## config.mk

```make
export PLATFORM = sky130hd
export DESIGN_NAME = efc_cfg_regs_flat
export DESIGN_NICKNAME = d
export VERILOG_FILES = /design/src/rtl/efc_pkg.sv /design/src/rtl/efc_intf.sv /design/src/rtl/efc_cfg_regs.sv /design/src/flat_wrapper.sv
export SDC_FILE = /design/constraint.sdc
export NUM_CORES = 1
export LEC_CHECK = 0
export ABC_AREA = 1
export BUFFER_PORTS_ARGS = -buffer_cell sky130_fd_sc_hd__buf_2
export CAP_MARGIN = 10
export CORE_AREA = 2 2 165 119
export DETAILED_ROUTE_END_ITERATION = 10
export DIE_AREA = 0 0 167 121
export PLACE_DENSITY = 0.66
export SKIP_LAST_GASP = 1
export SYNTH_ARGS = -nofsm -noshare
export SYNTH_HDL_FRONTEND = slang
export SYNTH_SLANG_ARGS = --single-unit
```

## constraint.sdc

```tcl
create_clock -name clk_i -period 0.8 [get_ports clk_i]
set_input_delay 0.04 -clock clk_i [delete_from_list [all_inputs] [get_ports clk_i]]
set_output_delay 0.04 -clock clk_i [all_outputs]
set_load 0.005 [all_outputs]
```

## src/rtl/efc_pkg.sv

```systemverilog
// Shared types and constants of the envelope frame checker.
package efc_pkg;

  localparam int unsigned HeaderBytes = 20;
  localparam int unsigned CountWidth  = 33;
  localparam int unsigned NumChannels = 5;
  localparam int unsigned CfgIdxWidth = 8;

  localparam logic [CountWidth-1:0] CountMax = '1;

  typedef enum logic [2:0] {
    ST_OK       = 3'd0,
    ST_TRUNC    = 3'd1,
    ST_MAGIC    = 3'd2,
    ST_VERSION  = 3'd3,
    ST_CHANNEL  = 3'd4,
    ST_ZERO_ID  = 3'd5,
    ST_LENGTH   = 3'd6,
    ST_MISMATCH = 3'd7
  } status_e;

  typedef enum logic [1:0] {
    KIND_HEADER  = 2'd0,
    KIND_PAYLOAD = 2'd1,
    KIND_STATUS  = 2'd2
  } out_kind_e;

  localparam logic [CfgIdxWidth-1:0] RegMagic   = 8'd0;
  localparam logic [CfgIdxWidth-1:0] RegVersion = 8'd1;
  localparam logic [CfgIdxWidth-1:0] RegLimit1  = 8'd2;
  localparam logic [CfgIdxWidth-1:0] RegLimit2  = 8'd3;
  localparam logic [CfgIdxWidth-1:0] RegLimit3  = 8'd4;
  localparam logic [CfgIdxWidth-1:0] RegLimit4  = 8'd5;
  localparam logic [CfgIdxWidth-1:0] RegLimit5  = 8'd6;

  localparam logic [31:0] Limit1Reset = 32'(64 * 1024);
  localparam logic [31:0] Limit2Reset = 32'(4 * 1024 * 1024);
  localparam logic [31:0] Limit3Reset = 32'(1 * 1024 * 1024);
  localparam logic [31:0] Limit4Reset = 32'(1 * 1024 * 1024);
  localparam logic [31:0] Limit5Reset = 32'(256 * 1024);

  typedef struct packed {
    logic [15:0]                  magic;
    logic [7:0]                   version;
    logic [NumChannels-1:0][31:0] limit;
  } cfg_regs_t;

  typedef struct packed {
    out_kind_e   out_kind;
    logic        frame_end;
    logic [7:0]  channel_id;
    logic [15:0] message_kind;
    logic [15:0] message_flags;
    logic [63:0] request_number;
    logic [31:0] payload_length;
    logic [7:0]  payload_byte;
    status_e     status;
  } result_t;

endpackage

```

## src/rtl/efc_intf.sv

```systemverilog


interface efc_cfg_if;
  logic        valid;
  logic        ready;
  logic [7:0]  index;
  logic [31:0] data;

  modport source (output valid, index, data, input ready);
  modport sink (input valid, index, data, output ready);
endinterface

```

## src/rtl/efc_cfg_regs.sv

```systemverilog
// Configuration register file: magic, version and the five channel length limits.
module efc_cfg_regs (
  input  logic              clk_i,
  input  logic              rst_ni,
  efc_cfg_if.sink           cfg_i,
  output efc_pkg::cfg_regs_t regs_o
);
  import efc_pkg::*;

  cfg_regs_t regs_q;
  logic      wr;

  assign cfg_i.ready = 1'b1;
  assign wr          = cfg_i.valid && cfg_i.ready;
  assign regs_o      = regs_q;

  always_ff @(posedge clk_i or negedge rst_ni) begin
    if (!rst_ni) begin
      regs_q.magic    <= '0;
      regs_q.version  <= '0;
      regs_q.limit[0] <= Limit1Reset;
      regs_q.limit[1] <= Limit2Reset;
      regs_q.limit[2] <= Limit3Reset;
      regs_q.limit[3] <= Limit4Reset;
      regs_q.limit[4] <= Limit5Reset;
    end else if (wr) begin
      // Writes to an index beyond the list are dropped.
      unique case (cfg_i.index)
        RegMagic:   regs_q.magic    <= cfg_i.data[15:0];
        RegVersion: regs_q.version  <= cfg_i.data[7:0];
        RegLimit1:  regs_q.limit[0] <= cfg_i.data;
        RegLimit2:  regs_q.limit[1] <= cfg_i.data;
        RegLimit3:  regs_q.limit[2] <= cfg_i.data;
        RegLimit4:  regs_q.limit[3] <= cfg_i.data;
        RegLimit5:  regs_q.limit[4] <= cfg_i.data;
        default: ;
      endcase
    end
  end

endmodule

```

## src/flat_wrapper.sv

```systemverilog
// flat-port wrapper written by rule: the top's interface ports become plain ports
module efc_cfg_regs_flat import efc_pkg::*;
  (clk_i, rst_ni, regs_o, cfg_i_valid, cfg_i_index, cfg_i_data, cfg_i_ready);
  efc_cfg_if cfg_i_i ();
  input  logic clk_i;
  input  logic rst_ni;
  output efc_pkg::cfg_regs_t regs_o;
  input wire logic [$bits(cfg_i_i.valid)-1:0] cfg_i_valid;
  input wire logic [$bits(cfg_i_i.index)-1:0] cfg_i_index;
  input wire logic [$bits(cfg_i_i.data)-1:0] cfg_i_data;
  output wire logic [$bits(cfg_i_i.ready)-1:0] cfg_i_ready;
  assign cfg_i_i.valid = cfg_i_valid;
  assign cfg_i_i.index = cfg_i_index;
  assign cfg_i_i.data = cfg_i_data;
  assign cfg_i_ready = cfg_i_i.ready;
  efc_cfg_regs u_core (.clk_i(clk_i), .rst_ni(rst_ni), .cfg_i(cfg_i_i), .regs_o(regs_o));
endmodule
```

==> qor.txt, run 1 <==
Via density - 4.956
Max VDD drop - 1374 uV
Chip Height - 121 um
PwrDens - 1903 nW/um2
vias in the first global route - 6,794
Slew Viols, Final - 0
Total GRT Usage - 24.14%
CTS Buf Count - 17
storage element area - 4611 um2
outcome - finished with violations
crit path max fanout - 2
Cell Rows - 42
Pleak - 6.715 nW
R2R depth - 4
clock root buffer - clkbuf_16
initial antenna violation count - 0
top cells by area, synth - dfrtp_1 61%, nand2_1 19%, nand3_1 13%, dfstp_2 1.8%, buf_2 1.5%
Crit path max-delay family - flip-flops
startpoint types - register
clock skew - 0 ns
per-cell routed wire length - 17.42 um
#FFs+latches synth - 184
Via Count - 7,251
Initial Util - 39.39%
CP max-delay cell - dfstp_2
number of port buffers - 226
critical path, cell by cell - buf_2
Fmax - 0.8856 GHz
die width - 167 um
DRT Pass-1 Iters - 8
clock network fraction of total power - 41.7%
routability cong. - 0.7978
Yosys top cell by area - dfrtp_1
Synth Instances - 824
Core ar. - 18,550 um2
Final period util - 141.1%
first-pass GRT wire length - 37,940 um
post-synthesis average cell area - 8.868 um2
min-delay worst type - input pin to async pin
failing checks - setup timing
drt drc - 0
WP data arrival - 1.09 ns
DIE AREA - 20,210 um2
r2r endpoint - u_core.regs_o[155]
CTS Sinks - 184
pin count of the biggest net entering global routing - 59
FILL cells - 1,577
RSZ-0062 raised after global routing - yes
clk buf depth - 2
Switching Fraction - 25.10%
I/O pin count - 228
Distinct cells, synth - 13
remaining global-route overflow - 0
Crit path largest cell delay - 0.54 ns
sum of negative setup slack - -35.29 ns
max_cap viols - 0
ratio of cells with drive above 1 in the final layout - 38.17%
Final nets - 1,251
CTS tree - done
Comb power frac - 11.5%
Worst-path clk slew - 0.07 ns
final wirelength - 25,490 um
Flop pwr share - 46.8%
pre-CTS setup slack - -0.4369 ns
max FFs per register - 184
endpoints failing hold - 0
Worst R2R Start - u_core.regs_o[155]
final instance area - 11,250 um2
syn_nets - 867
placed cell area - 9223 um2
Synth top area share - 61.30%
ANT cells - 0
fin crit period - 1.129 ns
Area Growth Syn to Fin - 54.01%
WS Path Type - register to output pin
CTS H-tree depth - 4
Cell Area, Synth - 7307 um2
Seq/Total Area, Yosys - 63.10%
CP bufs+invs - 1
Multi-input gate area - 2552 um2
R2R setup slack - -0.06 ns
Psw - 5.375 mW
Ys Warns - 0
Tot Pwr - 21.42 mW
Setup-failing EPs final - 207
Routed Antenna Nets - 0
Finished Core Util - 60.66%
Critical Path End Type - output pin
Worst-Skew Late Latency - 0.42 ns
post-detail-place hpwl - 15,810 um
Initial DRC Count - 692
Pint - 16.04 mW
Data required, critical path - 0.76 ns
worst setup margin - -0.3291 ns
## cells in the mapped netlist
cell	count
buf_4	5
inv_1	9
dfrtp_1	179
nor2_2	1
dfstp_2	5
clkbuf_1	27
conb_1	1
buf_2	22
nor2_4	1
nor2_1	7
nand3_1	190
nand2_1	376
buf_1	1
## cells in the final DEF, fill, tap and decap left out, types with 6 or more instances in the layout
cell           count
nand2_2           26
dlygate4sd3_1     33
buf_6             19
dfrtp_1          179
nor2_4             9
buf_12            24
inv_1              6
clkbuf_16         20
buf_2            217
buf_4            123
nand2_1          350
nand3_1          186
## worst max path at each step
stage | to | slack (ns) | depth (start not counted) | start
final | regs_o[54] | -0.33 | 1 | u_core.regs_o[54]
after global routing | regs_o[54] | -0.36 | 1 | u_core.regs_o[54]
after CTS | regs_o[116] | -0.34 | 1 | u_core.regs_o[116]
after detailed placement | u_core.regs_o[59] | -0.44 | 8 | cfg_i_index[7]
after global placement | u_core.regs_o[52] | -0.39 | 8 | cfg_i_index[7]
after floorplan | u_core.regs_o[100] | -0.09 | 7 | cfg_i_index[5]
## cell type report
class / count / share of cell area (%)
timing repair buffer: 420 / 27.75
sequential: 184 / 40.97
clock buffer: 18 / 3.903
multi-input combinational: 576 / 22.68
inverter: 9 / 0.3447
clock inverter: 14 / 1.657
tap: 242 / 2.691
## routing by layer
metal  global-route usage, %  part of all wire [%]
met5                       0                     0
met4                   5.603                   1.5
met1                   34.40                    44
met3                   7.436                   9.9
met2                   36.27                    44
## through the flow
step / hold WS, ns / cells
finish: 0.02384 / 1463
global route: 0.02399 / 1463
CTS: 0.01602 / 1404
detailed placement: -0.09255 / 1284
global placement: -0.09265 / 1284
floorplan: -0.2556 / 824
## power groups by stage
stage               clock [mW]  sequential (mW)  combinational, mW
floorplan                    0             10.2              0.535
global placement             0             10.2               1.85
detailed placement           0             10.2               1.89
CTS                       9.07             10.0               2.21
global route              9.53             10.1               2.71
finish                    8.93             10.0               2.47
## cells by family (layout without fill, tap and decap cells)
logic type             count (synthesis)  after routing  synth area share, %
DFF                                  184            184                63.10
and+or+nand+nor                      575            575                32.93
buffers and inverters                 64            461                3.921
other                                  1              1              0.05132
## repair_timing
item / in CTS / in global routing
endpoints found under the hold margin: 368 / 0
hold buffers: 33 / 0
pin swaps: 0 / 8
resized for setup: 1 / 42
buffers inserted: 55 / 72
cloned: 0 / 3
endpoints found under the setup margin: 184 / 283
Note: power is estimated with default switching activity, not from simulation.
==> run 2, diff against run 1 <==
--- a/config.mk
+++ b/config.mk
@@ -11,7 +11,7 @@
 export CORE_AREA = 2 2 165 119
 export DETAILED_ROUTE_END_ITERATION = 10
 export DIE_AREA = 0 0 167 121
-export PLACE_DENSITY = 0.66
+export PLACE_DENSITY_LB_ADDON = 0.2
 export SKIP_LAST_GASP = 1
 export SYNTH_ARGS = -nofsm -noshare
 export SYNTH_HDL_FRONTEND = slang
==> qor.txt, run 2 (synthesized netlist as in run 1, its figures left out) <==
outcome - finished with violations (unchanged)
failing checks - setup timing (unchanged)
Worst R2R Start - u_core.regs_o[171] (was u_core.regs_o[155])
Critical Path End Type - output pin (unchanged)
Slew Viols, Final - 0 (unchanged)
Initial DRC Count - 620 (was 692)
Worst-Skew Late Latency - 0.42 ns (about the same)
critical path, cell by cell - buf_2 (unchanged)
CTS Buf Count - 17 (unchanged)
per-cell routed wire length - 16.87 um (was 17.42 um)
vias in the first global route - 6,695 (was 6,794)
Chip Height - 121 um (unchanged)
ratio of cells with drive above 1 in the final layout - 36.91% (was 38.17%)
WS Path Type - register to output pin (unchanged)
Initial Util - 39.39% (unchanged)
max FFs per register - 184 (unchanged)
Routed Antenna Nets - 0 (unchanged)
r2r endpoint - u_core.regs_o[171] (was u_core.regs_o[155])
placed cell area - 9188 um2 (was 9223 um2)
pin count of the biggest net entering global routing - 58 (was 59)
Via Count - 7,154 (was 7,251)
Crit path max-delay family - flip-flops (unchanged)
worst setup path start - u_core.regs_o[116] (was u_core.regs_o[54])
Final nets - 1,252 (was 1,251)
clock skew - 0 ns (unchanged)
number of port buffers - 226 (unchanged)
Crit path largest cell delay - 0.54 ns (about the same)
endpoints failing hold - 0 (unchanged)
Via density - 4.887 (was 4.956)
Max VDD drop - 1190 uV (was 1374 uV)
Pleak - 6.652 nW (was 6.715 nW)
Core ar. - 18,550 um2 (unchanged)
ANT cells - 0 (unchanged)
initial antenna violation count - 0 (unchanged)
CTS tree - done (unchanged)
CTS Sinks - 184 (unchanged)
startpoint types - register (unchanged)
remaining global-route overflow - 0 (unchanged)
final wirelength - 24,700 um (was 25,490 um)
clock root buffer - clkbuf_16 (unchanged)
Data required, critical path - 0.76 ns (about the same)
Finished Core Util - 59.42% (was 60.66%)
R2R setup slack - -0.08 ns (was -0.06 ns)
fin crit period - 1.109 ns (was 1.129 ns)
Total GRT Usage - 23.63% (was 24.14%)
die width - 167 um (unchanged)
WP data arrival - 1.07 ns (was 1.09 ns)
critical path depth - 1 (unchanged)
I/O pin count - 228 (unchanged)
min-delay worst type - input pin to async pin (unchanged)
DIE AREA - 20,210 um2 (unchanged)
Worst-path clk slew - 0.07 ns (about the same)
Setup crit end - regs_o[116] (was regs_o[54])
drt drc - 0 (unchanged)
crit path max fanout - 2 (unchanged)
post-detail-place hpwl - 16,000 um (was 15,810 um)
most frequent cells in the layout - 365 x nand2_1, 219 x buf_2, 186 x nand3_1, 179 x dfrtp_1, 139 x buf_4 (was 350 x nand2_1, 217 x buf_2, 186 x nand3_1, 179 x dfrtp_1, 123 x buf_4)
max_cap viols - 0 (unchanged)
clk buf depth - 2 (unchanged)
Cell Rows - 42 (unchanged)
PwrDens - 1864 nW/um2 (was 1903 nW/um2)
Final period util - 138.6% (was 141.1%)
final instance area - 11,020 um2 (was 11,250 um2)
CP max-delay cell - dfstp_2 (unchanged)
commonest non-fill, non-tap cell in the layout - nand2_1 (unchanged)
Setup-failing EPs final - 201 (was 207)
Fmax - 0.9019 GHz (was 0.8856 GHz)
first-pass GRT wire length - 37,140 um (was 37,940 um)
CTS H-tree depth - 4 (unchanged)
DRT Pass-1 Iters - 5 (was 8)
CP bufs+invs - 1 (unchanged)
routability cong. - 0.7803 (was 0.7978)
worst setup margin - -0.3088 ns (was -0.3291 ns)
Area Growth Syn to Fin - 50.86% (was 54.01%)
RSZ-0062 raised after global routing - yes (unchanged)
R2R depth - 4 (unchanged)
FILL cells - 1,659 (was 1,577)
-- run 2: worst min path at each step --
stage,cells past startpoint,slack [ns],startpoint,to
floorplan,0,-0.26,rst_ni,u_core.regs_o[0]
global placement,1,-0.10,rst_ni,u_core.regs_o[180]
detailed placement,1,-0.10,rst_ni,u_core.regs_o[180]
CTS,2,0.002,rst_ni,u_core.regs_o[180]
global route,2,0.005,rst_ni,u_core.regs_o[180]
finish,2,0.02,rst_ni,u_core.regs_o[180]
-- run 2: what timing repair did --
item / in CTS / in global routing
gates cloned: 0 / 2
setup endpoints to repair: 184 / 238
endpoints found under the hold margin: 367 / 0
resized for setup: 0 / 14
buffers inserted: 55 / 60
hold buffers: 33 / 0
pin swaps: 0 / 4
-- run 2: cell type report --
| class | count | area [um2] | share of cell area (%) |
|---|---|---|---|
| Clock buffer | 19 | 442.9 | 4.018 |
| Clock inverter | 13 | 117.6 | 1.067 |
| Inverter | 9 | 38.79 | 0.3519 |
| Multi-Input combinational cell | 576 | 2515 | 22.81 |
| Sequential cell | 184 | 4611 | 41.83 |
| Tap cell | 242 | 302.8 | 2.747 |
| Timing Repair Buffer | 421 | 2995 | 27.17 |
-- run 2: layer usage --
layer	vias to the layer above	global-route usage [%]	routed length (um)
li1	3405	-	-
met1	3456	35.01	11720
met2	277	34.65	10900
met3	16	6.491	1901
met4	0	5.172	180
met5	-	0	0
-- run 2: stage by stage --
stage | total power, mW | setup TNS (ns) | setup slack [ns] | hold slack [ns] | std cells
floorplan | 10.73 | -9.572 | -0.09182 | -0.2556 | 824
global placement | 12.02 | -57.97 | -0.3757 | -0.1016 | 1286
detailed placement | 12.04 | -62.34 | -0.4342 | -0.1027 | 1286
CTS | 20.48 | -36.95 | -0.3294 | 0.002408 | 1406
global route | 21.38 | -41.88 | -0.3487 | 0.004891 | 1464
finish | 20.54 | -34.48 | -0.3088 | 0.01850 | 1464
-- run 2: power breakdown --
part | total, mW | internal (mW) | switching (mW)
Clock | 8.15 | 4.41 | 3.74
Combinational | 2.38 | 1.15 | 1.23
Sequential | 10.0 | 9.75 | 0.266
==> run 3, diff against run 2 <==
==> constraint.sdc (replaced) <==
create_clock -name clk_i -period 0.8 [get_ports clk_i]
set_input_delay 0.12 -clock clk_i [delete_from_list [all_inputs] [get_ports clk_i]]
set_output_delay 0.12 -clock clk_i [all_outputs]
set_load 0.005 [all_outputs]
==> qor.txt, run 3 (synthesized netlist as in run 1, its figures left out) <==
die width - 167 um (unchanged)
Setup crit end - regs_o[54] (was regs_o[116])
CTS Sinks - 184 (unchanged)
post-detail-place hpwl - 16,000 um (about the same)
per-cell routed wire length - 18.84 um (was 16.87 um)
CTS Buf Count - 17 (unchanged)
fin crit period - 1.229 ns (was 1.109 ns)
critical path depth - 1 (unchanged)
Worst-path clk slew - 0.07 ns (about the same)
critical path, cell by cell - buf_6 (was buf_2)
max FFs per register - 184 (unchanged)
crit path max fanout - 2 (unchanged)
RSZ-0062 raised after global routing - yes (unchanged)
WS Path Type - register to output pin (unchanged)
CP bufs+invs - 1 (unchanged)
Via Count - 7,480 (was 7,154)
routability cong. - 0.7903 (was 0.7803)
Final period util - 153.6% (was 138.6%)
Multi-input gate area - 3067 um2 (was 2515 um2)
Worst-Skew Late Latency - 0.42 ns (about the same)
drt drc - 0 (unchanged)
Routed Antenna Nets - 0 (unchanged)
Fmax - 0.8137 GHz (was 0.9019 GHz)
worst setup margin - -0.4290 ns (was -0.3088 ns)
R2R depth - 4 (unchanged)
startpoint types - register (unchanged)
PwrDens - 1735 nW/um2 (was 1864 nW/um2)
ANT cells - 0 (unchanged)
CP max-delay cell - dfstp_2 (unchanged)
FILL cells - 1,553 (was 1,659)
Chip Height - 121 um (unchanged)
final wirelength - 27,820 um (was 24,700 um)
Tot Pwr - 21.16 mW (was 20.54 mW)
r2r endpoint - u_core.regs_o[9] (was u_core.regs_o[171])
number of port buffers - 226 (unchanged)
Crit path largest cell delay - 0.57 ns (was 0.54 ns)
WP data arrival - 1.11 ns (was 1.07 ns)
Cell Rows - 42 (unchanged)
Area Growth Syn to Fin - 66.92% (was 50.86%)
DIE AREA - 20,210 um2 (unchanged)
Crit path max-delay family - flip-flops (unchanged)
clock root buffer - clkbuf_16 (unchanged)
pin count of the biggest net entering global routing - 40 (was 58)
Slew Viols, Final - 0 (unchanged)
clock skew - 0 ns (unchanged)
remaining global-route overflow - 0 (unchanged)
Worst R2R Start - u_core.regs_o[9] (was u_core.regs_o[171])
initial antenna violation count - 1 (was 0)
Max VDD drop - 1206 uV (was 1190 uV)
CTS H-tree depth - 4 (unchanged)
max_cap viols - 0 (unchanged)
Total GRT Usage - 23.90% (was 23.63%)
Setup-failing EPs final - 253 (was 201)
Data required, critical path - 0.68 ns (was 0.76 ns)
min-delay worst type - input pin to register (was input pin to async pin)
DRT Pass-1 Iters - 5 (unchanged)
outcome - finished with violations (unchanged)
clk buf depth - 2 (unchanged)
worst setup path start - u_core.regs_o[54] (was u_core.regs_o[116])
Via density - 5.064 (was 4.887)
sum of negative setup slack - -52.27 ns (was -34.48 ns)
Critical Path End Type - output pin (unchanged)
commonest non-fill, non-tap cell in the layout - nand2_1 (unchanged)
R2R setup slack - -0.05 ns (was -0.08 ns)
Initial DRC Count - 664 (was 620)
endpoints failing hold - 0 (unchanged)
CTS tree - done (unchanged)
vias in the first global route - 6,672 (was 6,695)
Initial Util - 39.39% (unchanged)
Final nets - 1,265 (was 1,252)
I/O pin count - 228 (unchanged)
storage element area - 4611 um2 (unchanged)
Core ar. - 18,550 um2 (unchanged)
failing checks - setup timing (unchanged)
first-pass GRT wire length - 37,150 um (was 37,140 um)
most frequent cells in the layout - 283 x nand2_1, 216 x buf_2, 179 x dfrtp_1, 166 x nand3_1, 120 x buf_4 (was 365 x nand2_1, 219 x buf_2, 186 x nand3_1, 179 x dfrtp_1, 139 x buf_4)
ratio of cells with drive above 1 in the final layout - 47.04% (was 36.91%)
Pleak - 6.992 nW (was 6.652 nW)
-- run 3: changes by cell type in the layout (fill, tap and decap cells not counted), moves of 6 or more --
cell,change
buf_12,+9
buf_4,-19
nand3_1,-20
nand2_1,-82
nand2_2,+49
nand3_2,+15
nand3_4,+6
buf_6,+16
buf_8,+7
clkbuf_16,+15
nand2_4,+30
dlygate4sd3_1,-14
-- run 3: worst min-delay path by stage --
stage,start,endpoint,slack [ns],cells past startpoint
CTS,cfg_i_data[14],u_core.regs_o[46],0.004,3
global route,cfg_i_data[3],u_core.regs_o[131],0.02,3
global placement,rst_ni,u_core.regs_o[8],0.02,1
finish,cfg_i_data[14],u_core.regs_o[110],0.02,3
floorplan,rst_ni,u_core.regs_o[0],-0.18,0
detailed placement,rst_ni,u_core.regs_o[8],0.02,1
-- run 3: stage by stage --
| step | area, um2 | cells | util, % | setup slack (ns) | hold WS, ns |
|---|---|---|---|---|---|
| 2_1_floorplan | 7624 | 824 | - | -0.1698 | -0.1756 |
| 3_3_place_gp | 9363 | 1292 | 50.47 | -0.4431 | 0.02440 |
| 3_5_place_dp | 9363 | 1292 | 50.47 | -0.4622 | 0.02386 |
| 4_1_cts | 10660 | 1410 | 57.46 | -0.4382 | 0.004200 |
| 5_1_grt | 12200 | 1477 | 65.75 | -0.4592 | 0.01604 |
| 6_report | 12200 | 1477 | 65.75 | -0.4290 | 0.01687 |
-- run 3: final cells by class --
cell class | instances | share of cell area [%]
Clock inverter | 12 | 1.149
Timing Repair Buffer | 433 | 29.24
Multi-Input combinational cell | 577 | 25.14
Inverter | 9 | 0.5232
Clock buffer | 20 | 3.662
Tap cell | 242 | 2.483
Sequential cell | 184 | 37.80
-- run 3: layer usage --
metal  vias up  wire [um]  global-route usage (%)
met5         -         13                       0
met4         2        373                   5.711
met3        30       2506                   6.751
met2       339      12030                   34.49
met1      3667      12900                   35.61
li1       3442          -                       -
-- run 3: power by group --
group          internal, mW  leakage [nW]  switching, mW
logic                  1.23          4.19           1.35
clock network          4.74         0.283           3.80
registers              9.75          2.52          0.295
total                  15.7          6.99           5.44
-- run 3: repair_timing --
action / CTS / global route
hold buffers: 19 / 0
pin swaps: 1 / 45
gates resized for setup: 3 / 179
endpoints found under the setup margin: 185 / 318
gates cloned: 0 / 25
buffers inserted: 67 / 53
hold endpoints to repair: 247 / 0
